### src/rtl/opds_pkg.sv
// Package for the ordering permutation delta search core: widths, command codes,
// permutation table and the front-to-back queue entry type. No dependencies.
package opds_pkg;

    localparam int NodeW  = 18;
    localparam int Nodes  = 262144;
    localparam int WeightW = 32;
    localparam int ScoreW = 48;
    localparam int Perms  = 24;
    localparam int Slots  = 4;
    localparam int PermW  = 5;

    typedef enum logic [2:0] {
        CMD_LOAD   = 3'd0,
        CMD_SCORE  = 3'd1,
        CMD_SELECT = 3'd2,
        CMD_TRIAL  = 3'd3,
        CMD_FINISH = 3'd4,
        CMD_READ   = 3'd5,
        CMD_NOP6   = 3'd6,
        CMD_NOP7   = 3'd7
    } t_cmd;

    typedef struct packed {
        t_cmd               cmd;
        logic [NodeW-1:0]   node_from;
        logic [NodeW-1:0]   node_to;
        logic [NodeW-1:0]   position;
        logic [1:0]         slot;
        logic [WeightW-1:0] edge_weight;
    } t_item;

    // Slot that lands at position i for permutation k (swap-recursive order).
    function automatic logic [1:0] perm_slot(input logic [PermW-1:0] k, input logic [1:0] i);
        logic [7:0] row;
        begin
            case (k)
                5'd0:  row = 8'b11_10_01_00;
                5'd1:  row = 8'b10_11_01_00;
                5'd2:  row = 8'b11_01_10_00;
                5'd3:  row = 8'b01_11_10_00;
                5'd4:  row = 8'b01_10_11_00;
                5'd5:  row = 8'b10_01_11_00;
                5'd6:  row = 8'b11_10_00_01;
                5'd7:  row = 8'b10_11_00_01;
                5'd8:  row = 8'b11_00_10_01;
                5'd9:  row = 8'b00_11_10_01;
                5'd10: row = 8'b00_10_11_01;
                5'd11: row = 8'b10_00_11_01;
                5'd12: row = 8'b11_00_01_10;
                5'd13: row = 8'b00_11_01_10;
                5'd14: row = 8'b11_01_00_10;
                5'd15: row = 8'b01_11_00_10;
                5'd16: row = 8'b01_00_11_10;
                5'd17: row = 8'b00_01_11_10;
                5'd18: row = 8'b00_10_01_11;
                5'd19: row = 8'b10_00_01_11;
                5'd20: row = 8'b00_01_10_11;
                5'd21: row = 8'b01_00_10_11;
                5'd22: row = 8'b01_10_00_11;
                5'd23: row = 8'b10_01_00_11;
                default: row = 8'b11_10_01_00;
            endcase
            perm_slot = row[2*i +: 2];
        end
    endfunction

endpackage

### src/rtl/opds_front.sv
// Front part: accepts items and holds them in a short queue for the back part.
// Depends on opds_pkg.
module opds_front (
    input  logic            i_clk,
    input  logic            i_rst_n,
    input  logic            i_push,
    output logic            o_full,
    input  opds_pkg::t_item i_item,
    output logic            o_valid,
    output opds_pkg::t_item o_item,
    input  logic            i_take
);
    // two-entry queue storage
    opds_pkg::t_item r_mem [2];
    logic            r_wp, r_rp;
    logic [1:0]      r_cnt;
    logic            wr, rd;

    assign o_full  = (r_cnt == 2'd2);
    assign o_valid = (r_cnt != 2'd0);
    assign o_item  = r_mem[r_rp];
    assign wr      = i_push && !o_full;
    assign rd      = i_take && o_valid;

    // advance pointers and count
    always_ff @(posedge i_clk) begin
        if (!i_rst_n) begin
            r_wp  <= 1'b0;
            r_rp  <= 1'b0;
            r_cnt <= 2'd0;
        end else begin
            if (wr) r_wp <= ~r_wp;
            if (rd) r_rp <= ~r_rp;
            r_cnt <= r_cnt + {1'b0, wr} - {1'b0, rd};
        end
    end

    // store item
    always_ff @(posedge i_clk) begin
        if (wr) r_mem[r_wp] <= i_item;
    end

    a_cnt_range: assert property (@(posedge i_clk) disable iff (!i_rst_n) r_cnt != 2'd3)
        else $error("queue count overflow");
    a_no_take_empty: assert property (@(posedge i_clk) disable iff (!i_rst_n)
        (r_cnt == 2'd0 && !wr) |=> r_cnt == 2'd0)
        else $error("queue count rose without a write");
    a_full_hold: assert property (@(posedge i_clk) disable iff (!i_rst_n)
        (o_full && !rd) |=> o_full)
        else $error("full dropped without a read");
endmodule

### config.mk
export PLATFORM = sky130hd
export DESIGN_NAME = opds_front
export DESIGN_NICKNAME = d
export VERILOG_FILES = /design/src/rtl/opds_pkg.sv /design/src/rtl/opds_front.sv
export SDC_FILE = /design/constraint.sdc
export NUM_CORES = 1
export LEC_CHECK = 0
export BUFFER_PORTS_ARGS = -buffer_cell sky130_fd_sc_hd__buf_2
export CORE_MARGIN = 2
export CORE_UTILIZATION = 47
export DETAILED_ROUTE_END_ITERATION = 10
export HOLD_SLACK_MARGIN = 0.03
export PLACE_DENSITY_LB_ADDON = 0.2
export SLEW_MARGIN = 20
export SYNTH_ARGS = -nofsm -noshare
export SYNTH_HDL_FRONTEND = slang
export SYNTH_SLANG_ARGS = --single-unit
### constraint.sdc
create_clock -name i_clk -period 5 [get_ports i_clk]
set_input_delay 1 -clock i_clk [delete_from_list [all_inputs] [get_ports i_clk]]
set_output_delay 1 -clock i_clk [all_outputs]
set_load 0.05 [all_outputs]
==> flow_metrics.tcl <==
set metrics [dict create \
    outcome "finished, final reports clean" \
    r2r_slack_ps 2780 \
    hold_violations 0 \
    numCtsBuffers 17 \
    cts_setup_buffers 0 \
    dpl-instance-area_um2 8290 \
    cts_tree "built" \
    power_density_nw_per_um2 589 \
    fmax_mhz 294 \
    antenna_found_initial 2 \
    ys_seq_area_share_pct 76.7 \
    syn-cell-area_um2 7250 \
    die_h_um 128 \
    finalSetupViolCount 0 \
    drive_gt1_share_pct 59.8 \
    dr.pass1.iters 6 \
    antenna_left 0 \
    start_kind "register" \
    synthDominantCellAreaShare_pct 75.3 \
    insertedDiodeCount 0 \
    yosysTopAreaCell "edfxtp_1" \
    grt_max_degree 75 \
    clk-insertion-delay-late_ps 420 \
    wl_um 12100 \
    port_buffers 187 \
    crit_buf_inv 2 \
    cts_resized 0 \
    syn_area_per_cell_um2 23.5 \
    syn-num-nets 406 \
    cp.arrival_ps 2400 \
    rsz0062_at_grt "no" \
    synthArstFlopShare_pct 0 \
    grt_overflow 0 \
    critPathKind "reg -> out" \
    setup_tns_ps 0 \
    ys_top_cells_by_count "182 x edfxtp_1, 90 x mux2_4, 9 x buf_12, 5 x dfxtp_1, 4 x nor2_1" \
    slew_viol_final 0 \
    drt_iter0_markers 239 \
    critical_path.endpoint_type "primary output" \
    routed_via_density 4.77 \
    cp_top_family "flip-flops" \
    period_needed_ps 3400 \
    ys_warn_count 0 \
    reg2reg_from "r_cnt[0]" \
    leakagePower_nw 3.53 \
    initial_core_util_pct 47.9 \
    ys_ff_latch 187 \
    max_slew_margin_pct 29.3 \
    avgRoutedWirePerCell_um 17.1 \
    grtUsageTotal_pct 14.7 \
    htreeDepth 4 \
    drc 0 \
    synthFlopType "edfxtp_1" \
    netlist-cell-type-count 18 \
    die_area_um2 16400 \
    r2r_cells 3 \
    coreArea_um2 15100 \
    synth.most_common_cell "edfxtp_1" \
    gp_congestion 0.704 \
    syn-instance-count 309 \
    postLayoutCellArea_um2 8900 \
    crit_slowest_cell "dfxtp_4" \
    grt_pass1_vias 3366 \
    final_nets 606 \
    rows 45 \
    reg2reg_to "r_mem[1][15]" \
    clockBufferDepth 2 \
    clock_skew_ps 7.72 \
    clk_pin_slew_ps 60 \
    tightest_slew_ps 1060 \
    boundaryPins 188 \
    drv_cap 0 \
    required_ps 4000 \
    vias 3385 \
    finalCritPeriodShare_pct 68.1 \
    synthTopCellsByArea "edfxtp_1 75%, mux2_4 19%, buf_12 2.5%" \
    grt_pass1_wl_um 17800 \
    cpPeakStageDelay_ps 1040 \
    crit_chain "buf_12 -> mux2_4 -> buf_2" \
    crit_path_max_fanout 54 \
    clock_sinks 187 \
    clockRootBuffer "clkbuf_16" \
    worstSetupPathDepth 3 \
    syn_to_final_growth_pct 22.7 \
    crit_end "o_item[82]" \
    irDropWorstVdd_uv 543 \
    synth_edf_count 182 \
    holdBufCountCts 0 \
    die_x_um 128 \
    min_path_type "reg -> reg" \
]
[how the worst min path moves through the flow]
stage               from        to  slack [ps]  cells after the start
floorplan           r_wp      r_wp         470                      2
global placement    r_rp      r_rp         490                      2
detailed placement  r_rp  register         500                      2
CTS                 r_rp      r_rp         520                      2
global route        r_rp      r_rp         550                      2
finish              r_rp      r_rp         520                      2
[registers in the layout (all words and copies together), names as in the netlist, named ones only]
signal	cells
r_mem	182
r_cnt	2
r_rp	1
r_wp	1
[logic make-up after synthesis]
family | count (synthesis) | share of synthesized area [%]
adders and majority gates | 2 | 0.345
DFF | 187 | 76.7
and+or+nand+nor | 11 | 0.742
xor gates and xnor gates | 3 | 0.362
buffers and inverters | 13 | 2.79
AOI/OAI and AO/OA | 1 | 0.104
muxes | 92 | 18.9
[per-layer routing]
metal	part of all wire [%]	vias up	GRT usage, %
li1	-	1618	-
met3	7.7	15	5.97
met1	42	1634	18.2
met5	0.11	-	0
met4	1.2	2	4.85
met2	49	116	23.8
[stage by stage]
step	total power, mW	cells	hold slack (ps)	util [%]	setup slack (ps)
after detailed placement	3.93	678	499	54.7	1980
final	5.24	710	518	58.8	1600
after CTS	5.30	710	523	58.8	1530
after global placement	3.90	678	495	54.7	2000
after global routing	5.44	710	548	58.8	1480
after floorplan	3.66	309	466	-	1100
[cell usage in the layout, fill, tap and decap left out, drive strengths merged, types with 3 or more instances in the layout]
cell type	netlist	layout
clkinv	0	3
mux2	91	91
buf	10	191
clkbuf	0	24
dfxtp	5	5
nor2	4	4
bufinv	0	4
inv	3	3
edfxtp	182	182
[report_power, final]
part | leakage (nW) | internal, mW | switching, mW
sequential | 1.74 | 1.97 | 0.134
clock | 0.292 | 0.850 | 0.522
combinational | 1.49 | 0.591 | 1.17
total | 3.53 | 3.41 | 1.83
[worst reg2reg max path: cells and delay by family (launching register included)]
family,cells,cell delay (ps)
DFF,1,370
and+or+nand+nor,2,1080
buffers and inverters,1,450
[cell type report]
type | count | area [um^2]
Clock buffer | 24 | 462
Clock inverter | 8 | 146
Fill cell | 1167 | 6250
Inverter | 3 | 11.3
Multi-Input combinational cell | 109 | 1500
Sequential cell | 187 | 5570
Tap cell | 188 | 235
Timing Repair Buffer | 191 | 978
(Power assumes the default switching activity.)
